File: src/ile_pkg.sv
// Shared types and constants for the indexed list engine.
// No dependencies.
`default_nettype none
package ile_pkg;
  localparam int CAPACITY = 256;
  localparam int IDX_W = $clog2(CAPACITY);
  localparam int CNT_W = IDX_W + 1;
  localparam int CMP_W = ((CNT_W > 16) ? CNT_W : 16) + 1;

  typedef enum logic [3:0] {
    OP_APPEND = 4'd0, OP_INSERT = 4'd1, OP_POP = 4'd2, OP_CLEAR = 4'd3,
    OP_COUNT = 4'd4, OP_REVERSE = 4'd5, OP_LEN = 4'd6, OP_SET = 4'd7,
    OP_GET = 4'd8, OP_ERASE = 4'd9, OP_SWAP = 4'd10, OP_SORT = 4'd11
  } op_t;

  typedef enum logic [3:0] {
    ST_IDLE, ST_INS_RD, ST_INS_WR, ST_CNT_RD, ST_CNT_CMP,
    ST_RV_A, ST_RV_B, ST_RV_C, ST_RV_D, ST_GET, ST_ER_RD, ST_ER_WR,
    ST_SO_KA, ST_SO_KB, ST_SO_CMP, ST_SO_PUT
  } state_t;

  typedef struct packed {
    logic             we;
    logic [IDX_W-1:0] addr;
    logic [31:0]      data;
  } mem_wr_t;

  typedef struct packed {
    logic eq;
    logic gt;
  } cmp_res_t;
endpackage
`default_nettype wire

File: src/ile_cmp.sv
// Shared compare unit: equality and signed greater-than.
// Depends on ile_pkg.
`default_nettype none
module ile_cmp (
  input  wire logic [31:0]       a,
  input  wire logic [31:0]       b,
  output ile_pkg::cmp_res_t      res
);
  assign res.eq = (a == b);
  assign res.gt = ($signed(a) > $signed(b));
endmodule
`default_nettype wire

File: config.mk
export PLATFORM = sky130hd
export DESIGN_NAME = ile_cmp
export DESIGN_NICKNAME = d
export VERILOG_FILES = /design/src/ile_pkg.sv /design/src/ile_cmp.sv
export SDC_FILE = /design/constraint.sdc
export NUM_CORES = 1
export LEC_CHECK = 0
export ABC_AREA = 0
export BUFFER_PORTS_ARGS = -buffer_cell sky130_fd_sc_hd__buf_2
export CELL_PAD_IN_SITES_DETAIL_PLACEMENT = 2
export CELL_PAD_IN_SITES_GLOBAL_PLACEMENT = 2
export CORE_ASPECT_RATIO = 0.5
export CORE_MARGIN = 2
export CORE_UTILIZATION = 18
export DETAILED_ROUTE_END_ITERATION = 7
export PLACE_DENSITY = 0.9
export SLEW_MARGIN = 20
export SYNTH_ARGS = -nofsm -noshare
export SYNTH_HDL_FRONTEND = slang
export SYNTH_SLANG_ARGS = --single-unit
File: constraint.sdc
create_clock -name vclk -period 2.17
set_clock_uncertainty 0.1 [all_clocks]
set_input_delay 0.434 -clock vclk [all_inputs]
set_output_delay 0.434 -clock vclk [all_outputs]
set_load 0.005 [all_outputs]
**Word-level counts from Yosys, hierarchy flattened**

Index checks and enable logic that the tools add are counted.

- Output and inout bits: 2
- Logic and storage cells: 2
- Flip-flop bits (word level): 0

- Equal/unequal tests: 1
- Magnitude comparators: 1

Operator list:

| operator | number |
|---|---|
| 32-bit equality test | 1 |
| 32-bit > comparator | 1 |

**Depth between registers and ports, before layout**

Gate-level depths: netlist of the first run.

- Word-level depth: 1
- Depth in mapped cells: 8

**Worst setup path before layout of the first run**

No wires, ideal clock.

- Path type: input -> output
- From: input b[31]
- To: output res[0] (netlist name)
- Stages on the path: 8
- Buffers on the path: 0
- Path slack: -192 ps
- Data arrival time: 1,828 ps
- Cells stage by stage: inv_1 -> ha_1 -> and4_1 -> nand4_1 -> or3_1 -> nand2b_4 -> o221ai_1 -> nand2b_1

RTL lines:

| what | line | RTL |
|---|---|---|
| from (decl) | ile_cmp.sv:6 | `input wire logic [31:0] b,` |
| to (decl) | ile_cmp.sv:7 | `output ile_pkg::cmp_res_t res` |

==> summary.txt, run 1 <==
Worst setup path
  – WS Path Type: in2out
  – Worst path top cell family by delay: compound AO/OA/AOI/OAI gates
  – Critical path data required time: between 1.5 and 2 ns
  – Startpoint Class: primary input
  – Cell mode on critical path: buf_6
  – CP bufs+invs: 3
  – Largest stage delay on the critical path: around 0.35 ns
  – Crit-path cells: buf_6, inv_4, ha_4, a21o_1, a221o_1, a221oi_2, o21ai_2, nor3_2, nand2b_4, buf_6
  – Max FO, Critical Path: 2
  – CP Capture Type: output pin
  – Critical Path Slowest Stage Cell: a221o_1
  – Arrival @ worst endpoint: 2.15 ns

Global route
  – Gr ovfl total: 0
  – Gr usage total: 0.134
  – Number of global-route vias before repair: ~1200
  – First-pass GRT wire length: 5.59 mm
  – Pin count of the biggest net entering global routing: 4
  – Initial antenna violation count: 0

Drt
  – Vias per cell: 4.39
  – First-pass DRT Iterations: 4
  – Residual DRC count: 0
  – Final wirelength: about 3.7 mm
  – Detail Route Antenna Nets: 0
  – DRT iter0 DRCs: 4
  – Via count: around 1100
  – Drt wl/cell: ~15 µm

Placement
  – Pre-CTS setup slack: -0.585 ns
  – Post-DP Area: 0.00136 mm²
  – HPWL after detailed placement: ~3.0 mm
  – Port bufs: 66
  – GP Congestion: between 0.7 and 0.8

STA
  – Final worst path period need: around 2.7 ns
  – Slew HR: 0.796
  – F_max: ~0.37 GHz
  – Final hold vios: 0
  – Setup violations, final: 2
  – RSZ-0062 raised after global routing: true
  – Total Neg Setup Slack: -0.832 ns
  – Worst setup margin: -0.515 ns
  – Slew Limit Fails: 0
  – Worst slew pin tran: 0.306 ns
  – Crit share post-route: 1.24

Layout
  – FFs & Latches: 0
  – Final #Nets: slightly below 300
  – # clk buffers: 0
  – Antenna diodes: 0
  – Layout cells sized above 1: 0.545
  – Register area: 0 µm²
  – Area grow syn2layout: 87.9%
  – Filler cells: 517
  – Post-route cell area: roughly 0.0016 mm²

Logic synthesis
  – Most area-hungry cell type in the Yosys netlist: ha_1
  – Synth warnings: 0
  – Mapped Cells: between 100 and 150
  – Most numerous cell in the Yosys netlist: inv_1
  – Synth top area cells: ha_1 (47%), inv_1 (15%), a21oi_1 (4.7%)
  – Sequential share of the synthesized area: 0
  – Synthesized net count: between 200 and 250
  – Post-synth top area share: 0.474
  – Synth unique cells: 23
  – Avg Inst Size Synth: ~7.4 µm²
  – Cell Area, Synth: 845 µm²
  – Synth top cells by count: inv_1 (33), ha_1 (32), a21oi_1 (8)

Floorplanning
  – Num rows: 17
  – Die Y: 52.4 µm
  – Die ar.: roughly 0.0053 mm²
  – Core Area: approximately 0.0044 mm²
  – Die X: ~100 µm
  – Io pins: 66
  – Initial Util: 0.190

Run status
  – Outcome: finished with violations
  – Failing checks: negative setup slack

Power
  – Lkg Pwr: between 0.0009 and 0.001 µW
  – VDD IR max: about 0.000055 V
  – PwrDens: around 190 mW/mm²

Hold path
  – Hold crit path type: in2out

Run
  – Max-Cap Viols: 0
final timing paths:
path,start,to,slack (ns),depth (start not counted)
setup / recovery,b[25],res[0],-0.52,10
hold / removal,b[0],res[1],1.35,5
area by class of cell:
cell class / count / area (µm²) / share of cell area
inverter: 33 / 136 / 0.0860
multi-input combinational: 81 / 868 / 0.547
tap: 57 / 71.3 / 0.0450
timing repair buffer: 77 / 510 / 0.322
placed cells by master (no fill, tap or decap):
master	count
buf_2	51
a221o_1	1
a221oi_2	2
and2_4	1
nand2b_4	2
inv_4	5
nand3_1	2
inv_1	26
nor2b_1	1
buf_4	10
and4_4	1
ha_1	25
a221oi_1	1
o221ai_2	1
nor4_4	1
o21ai_0	3
nor3_2	1
a21o_1	4
a21oi_1	8
o211a_1	1
nand4_2	1
nand2_1	6
nand4_1	5
buf_6	16
o21ai_1	1
or3_4	1
o21ai_2	1
inv_2	2
ha_4	7
nand2b_1	1
nor2_1	2
a31oi_4	1
power by group:
group | total, µW | internal, µW | leakage [µW] | switching [µW]
combinational | 300 | 168 | 0.000920 | 132
sequential | 0 | 0 | 0 | 0
clock | 0 | 0 | 0 | 0
logic make-up after synthesis:
kind of cell | count (synthesis) | share of synthesized area
simple gates | 25 | 0.194
buf+inv | 33 | 0.147
compound gates | 24 | 0.185
fa+ha+maj | 32 | 0.474
stage by stage:
stage	std cells	power (µW)	hold WS (ns)	util
final	248	300	1.35	0.357
after global routing	248	334	1.37	0.357
after CTS	246	276	1.36	0.342
after detailed placement	245	242	1.32	0.307
after global placement	245	223	1.31	0.307
after floorplan	114	120	1.05	-
per-layer routing:
metal	track usage	wire, µm	share of wire	up-vias
met5	0	0	0	-
met4	0	0	0	0
met3	0.00267	63	0.017	0
met2	0.298	2180	0.60	13
met1	0.150	1410	0.39	523
li1	-	-	-	552
tightest hold or removal path, delay by kind of cell:
family,cells,cell delay (ns)
AND/OR/NAND/NOR,2,0.27
buffers and inverters,2,0.20
adder cells (fa/ha/maj),1,0.11
repair_timing:
item	4_1_cts	5_1_grt
pin swaps	11	11
resized for setup	26	10
setup endpoints to repair	2	2
hold buffers	0	0
setup buffers	1	2
No activity file was read; power rests on OpenSTA's default activity.
==> run 2: changes to the inputs <==
--- a/config.mk
+++ b/config.mk
@@ -10,10 +10,10 @@
 export CELL_PAD_IN_SITES_DETAIL_PLACEMENT = 2
 export CELL_PAD_IN_SITES_GLOBAL_PLACEMENT = 2
 export CORE_ASPECT_RATIO = 0.5
-export CORE_MARGIN = 2
+export CORE_MARGIN = 4
 export CORE_UTILIZATION = 18
 export DETAILED_ROUTE_END_ITERATION = 7
-export PLACE_DENSITY = 0.9
+export PLACE_DENSITY = 0.91
 export SLEW_MARGIN = 20
 export SYNTH_ARGS = -nofsm -noshare
 export SYNTH_HDL_FRONTEND = slang
==> summary.txt, run 2 (synthesized netlist as in run 1, its figures left out) <==
Placement
  – HPWL after detailed placement: 3.40 mm (was 3.04 mm)
  – GP Congestion: 0.801 (was 0.726)
  – Port bufs: 66 (unchanged)

Clock tree
  – CTS Hold Buffers Added: 0 (unchanged)

Worst setup path
  – Arrival @ worst endpoint: 2.12 ns (was 2.15 ns)
  – Critical path data required time: 1.64 ns (about the same)
  – Crit-path cells: buf_6, inv_2, ha_4, and4_4, nand4_1, or3_4, a31oi_4, nor3_2, nand2b_1, buf_2 (was buf_6, inv_4, ha_4, a21o_1, a221o_1, a221oi_2, o21ai_2, nor3_2, nand2b_4, buf_6)
  – WS Path Type: in2out (unchanged)
  – Largest stage delay on the critical path: 0.45 ns (was 0.35 ns)
  – Startpoint Class: primary input (unchanged)
  – Crit path launch: b[31] (was b[25])
  – CP Capture Type: output pin (unchanged)
  – Critical Path Slowest Stage Cell: or3_4 (was a221o_1)
  – Max FO, Critical Path: 2 (unchanged)

Drt
  – Drt wl/cell: 15.7 µm (was 14.7 µm)
  – DRT iter0 DRCs: 10 (was 4)
  – Residual DRC count: 0 (unchanged)
  – Vias per cell: 4.35 (was 4.39)
  – Final wirelength: 3.96 mm (was 3.65 mm)
  – Via count: 1095 (was 1088)
  – First-pass DRT Iterations: 4 (unchanged)
  – Detail Route Antenna Nets: 0 (unchanged)

Global route
  – Initial antenna violation count: 0 (unchanged)
  – First-pass GRT wire length: 6.34 mm (was 5.59 mm)
  – Number of global-route vias before repair: 1275 (was 1210)
  – Gr ovfl total: 0 (unchanged)
  – Pin count of the biggest net entering global routing: 4 (unchanged)
  – Gr usage total: 0.130 (was 0.134)

Run
  – Max-Cap Viols: 0 (unchanged)

Floorplanning
  – Die ar.: 0.00592 mm² (was 0.00529 mm²)
  – Core Area: 0.00447 mm² (was 0.00445 mm²)
  – Die X: 105 µm (was 101 µm)
  – Die Y: 56.4 µm (was 52.4 µm)
  – Initial Util: 0.189 (was 0.190)
  – Io pins: 66 (unchanged)
  – Num rows: 17 (unchanged)

Power
  – Sw Ratio: 0.448 (was 0.439)
  – VDD IR max: 0.0000614 V (was 0.0000554 V)
  – Combinational share of power: 1.000 (about the same)
  – PnR Total Power: 295 µW (was 300 µW)
  – PwrDens: 185 mW/mm² (was 189 mW/mm²)
  – Clock power frac: 0 (about the same)
  – Cell-internal power: 163 µW (was 168 µW)
  – P_sw: 132 µW (about the same)
  – Seq pwr share: 0 (about the same)
  – Lkg Pwr: 0.000928 µW (was 0.000920 µW)

STA
  – Crit share post-route: 1.22 (was 1.24)
  – Worst setup margin: -0.488 ns (was -0.515 ns)
  – Worst slew pin tran: 0.321 ns (was 0.306 ns)
  – RSZ-0062 raised after global routing: true (unchanged)
  – Hold WS: 1.36 ns (was 1.35 ns)
  – Setup violations, final: 2 (unchanged)
  – Slew Limit Fails: 0 (unchanged)
  – Final hold vios: 0 (unchanged)
  – F_max: 0.376 GHz (was 0.372 GHz)
  – Final worst path period need: 2.66 ns (was 2.69 ns)
  – Slew HR: 0.786 (was 0.796)

Hold path
  – HP Start: a[31] (was b[0])
  – Hold crit path type: in2out (unchanged)

Layout
  – FFs & Latches: 0 (unchanged)
  – Area grow syn2layout: 89.2% (was 87.9%)
  – Register area: 0 µm² (unchanged)
  – Most frequent cells in the layout: buf_2 (55), inv_1 (26), ha_1 (24) (was buf_2 (51), inv_1 (26), ha_1 (25))
  – # clk buffers: 0 (unchanged)
  – Layout cells sized above 1: 0.564 (was 0.545)
  – Most common cell after layout, fill and taps aside: buf_2 (unchanged)
  – Final core utilization: 0.358 (was 0.357)
  – Antenna diodes: 0 (unchanged)
  – Final #Nets: 293 (was 289)

Run status
  – Failing checks: negative setup slack (unchanged)
  – Outcome: finished with violations (unchanged)
[run 2: cell types whose count changed in the layout (fill, tap and decap cells not counted), sizes merged]
cell / change
buf: +4
[run 2: layout make-up]
class                           instances  area [µm²]
Fill cell                             526        2870
Inverter                               33         136
Multi-Input combinational cell         81         875
Tap cell                               57        71.3
Timing Repair Buffer                   81         515
[run 2: repair_timing]
action                     4_1_cts  5_1_grt
hold endpoints to repair         0        0
setup endpoints to repair        2        2
pin swaps                       15        8
gates resized for setup         27        8
setup buffers                    4        2
[run 2: through the flow]
step	TNS [ns]	area [µm²]	cells	setup WS (ns)
floorplan	-0.121	902	114	-0.121
global placement	-0.706	1370	246	-0.442
detailed placement	-0.849	1370	246	-0.550
CTS	-0.695	1550	250	-0.429
global route	-0.944	1600	252	-0.562
finish	-0.810	1600	252	-0.488
[run 2: power by group through the flow]
stage | registers [µW] | logic (µW) | clock network, µW
final | 0 | 295 | 0
after global routing | 0 | 331 | 0
after CTS | 0 | 282 | 0
after detailed placement | 0 | 245 | 0
after global placement | 0 | 222 | 0
after floorplan | 0 | 120 | 0
[run 2: worst max-delay path, delay by kind of cell]
kind / cells / cell delay [ns]
AO/OA/AOI/OAI: 1 / 0.20
buffers and inverters: 3 / 0.23
AND/OR/NAND/NOR: 5 / 1.00
adder cells (fa/ha/maj): 1 / 0.26
[run 2: metal layers]
metal / global-route usage / up-vias / wire [µm]
met4: 0.0131 / 0 / 43
met5: 0 / - / 0
met1: 0.155 / 515 / 1660
met2: 0.265 / 15 / 2190
met3: 0.00574 / 4 / 65
li1: - / 561 / -
[run 2: path summary, 6_finish.rpt]
| check | end | slack [ns] | cells past startpoint |
|---|---|---|---|
| setup / recovery | res[0] | -0.49 | 10 |
| hold / removal | res[0] | 1.36 | 7 |
==> run 3: changes to the inputs <==
==> constraint.sdc (replaced) <==
create_clock -name vclk -period 2.2
set_clock_uncertainty 0.1 [all_clocks]
set_input_delay 0.44 -clock vclk [all_inputs]
set_output_delay 0.44 -clock vclk [all_outputs]
set_load 0.005 [all_outputs]
==> summary.txt, run 3 (synthesized netlist as in run 1, its figures left out) <==
Run status
  – Outcome: finished with violations (unchanged)
  – Failing checks: negative setup slack (unchanged)

Run
  – Max-Cap Viols: 0 (unchanged)

Layout
  – Most frequent cells in the layout: buf_2 (55), inv_1 (24), ha_1 (20) (was buf_2 (55), inv_1 (26), ha_1 (24))
  – Register area: 0 µm² (unchanged)
  – Filler cells: 515 (was 526)
  – FFs & Latches: 0 (unchanged)
  – Final #Nets: 289 (was 293)
  – Area grow syn2layout: 91.9% (was 89.2%)
  – Most common cell after layout, fill and taps aside: buf_2 (unchanged)
  – Antenna diodes: 0 (unchanged)
  – Layout cells sized above 1: 0.597 (was 0.564)
  – Final core utilization: 0.363 (was 0.358)
  – Area of the multi-input gates: 930 µm² (was 875 µm²)
  – # clk buffers: 0 (unchanged)

Worst setup path
  – Worst path top cell family by delay: simple AND/OR/NAND/NOR gates (unchanged)
  – Crit path launch: b[29] (was b[31])
  – Critical Path Slowest Stage Cell: or3_4 (unchanged)
  – CP Capture Type: output pin (unchanged)
  – Largest stage delay on the critical path: 0.39 ns (was 0.45 ns)
  – WS Path Type: in2out (unchanged)
  – Arrival @ worst endpoint: 2.12 ns (about the same)
  – Crit-path cells: buf_6, inv_4, ha_4, and4_4, nand4_1, or3_4, a31oi_4, nor3_2, nand2b_1, buf_2 (was buf_6, inv_2, ha_4, and4_4, nand4_1, or3_4, a31oi_4, nor3_2, nand2b_1, buf_2)
  – CP bufs+invs: 3 (unchanged)
  – Critical path data required time: 1.66 ns (was 1.64 ns)
  – Startpoint Class: primary input (unchanged)
  – Max FO, Critical Path: 2 (unchanged)

Placement
  – GP Congestion: 0.801 (about the same)
  – Port bufs: 66 (unchanged)
  – HPWL after detailed placement: 3.45 mm (was 3.40 mm)

Global route
  – Routing usage on met2: 0.303 (was 0.265)
  – Pin count of the biggest net entering global routing: 4 (unchanged)
  – Gr usage total: 0.137 (was 0.130)
  – Initial antenna violation count: 0 (unchanged)
  – Met1 Use GR: 0.146 (was 0.155)
  – Gr ovfl total: 0 (unchanged)
  – Number of global-route vias before repair: 1329 (was 1275)
  – Most used routing layer: met2 (unchanged)
  – Met3 Track Usage GR: 0.00918 (was 0.00574)
  – First-pass GRT wire length: 6.67 mm (was 6.34 mm)

Hold path
  – Hold Path Depth: 6 (was 7)
  – HP Start: a[31] (unchanged)
  – Hold Path End: res[0] (unchanged)
  – Hold crit path type: in2out (unchanged)

STA
  – Slew Limit Fails: 0 (unchanged)
  – Total Neg Setup Slack: -0.867 ns (was -0.810 ns)
  – F_max: 0.376 GHz
  – Final worst path period need: between 2 and 3 ns
  – Crit share post-route: 1.21
  – Slew HR: 0.798 (was 0.786)
  – Setup violations, final: 2 (unchanged)
  – Final hold vios: 0 (unchanged)
  – Worst slew pin tran: 0.302 ns (was 0.321 ns)
  – Worst setup margin: -0.460 ns (was -0.488 ns)
  – RSZ-0062 raised after global routing: true (unchanged)

Floorplanning
  – Core Area: 0.00447 mm² (unchanged)
  – Die ar.: 0.00592 mm² (unchanged)
  – Initial Util: 0.189 (unchanged)
  – Num rows: 17 (unchanged)
  – Die X: 105 µm (unchanged)
  – Die Y: 56.4 µm (unchanged)
  – Io pins: 66 (unchanged)

Power
  – VDD IR max: 0.0000469 V (was 0.0000614 V)
  – PwrDens: 184 mW/mm² (was 185 mW/mm²)
  – Lkg Pwr: 0.000906 µW (was 0.000928 µW)

Drt
  – Detail Route Antenna Nets: 0 (unchanged)
  – Via count: 1121 (was 1095)
  – Vias per cell: 4.52 (was 4.35)
  – Final wirelength: 4.51 mm (was 3.96 mm)
  – Drt wl/cell: 18.2 µm (was 15.7 µm)
  – Residual DRC count: 0 (unchanged)
  – First-pass DRT Iterations: 2 (was 4)
  – DRT iter0 DRCs: 8 (was 10)

Clock tree
  – CTS Hold Buffers Added: 0 (unchanged)
[run 3: changes by cell type in the layout (fill, tap and decap cells not counted), moves of 2 or more]
cell	delta
inv_2	+3
buf_4	-5
inv_1	-2
buf_6	+2
ha_1	-4
ha_4	+4
[run 3: per-layer routing]
metal | share of wire | up-vias
li1 | - | 552
met1 | 0.39 | 540
met2 | 0.57 | 19
met3 | 0.020 | 10
met4 | 0.022 | 0
met5 | 0 | -
[run 3: per-stage QoR]
stage	area [µm²]	power, µW	worst slack (ns)	std cells	hold WS [ns]
detailed placement	1360	239	-0.556	245	1.37
CTS	1530	268	-0.452	248	1.36
global placement	1360	217	-0.426	245	1.32
floorplan	902	118	-0.103	114	1.06
finish	1620	298	-0.460	248	1.37
global route	1620	332	-0.540	248	1.41
[run 3: how the worst max path moves through the flow]
stage / end / slack, ns / depth (start not counted)
after floorplan: res[0] / -0.10 / 8
after global placement: res[0] / -0.43 / 10
after detailed placement: res[0] / -0.56 / 10
after CTS: res[0] / -0.45 / 10
after global routing: res[0] / -0.54 / 10
final: res[0] / -0.46 / 10
[run 3: timing repair]
item / 4_1_cts / 5_1_grt
gates resized for setup: 25 / 17
gates cloned: 0 / 0
buffers inserted: 3 / 1
setup endpoints to repair: 2 / 2
pin swaps: 13 / 12
[run 3: final cells by class]
cell class / count / share of cell area
inverters: 33 / 0.0826
multi-input cells: 81 / 0.574
well taps: 57 / 0.0440
repair buffers: 77 / 0.300
[run 3: where the power goes]
part	total, µW	internal [µW]	switching, µW
Sequential	0	0	0
Combinational	298	158	140
Clock	0	0	0
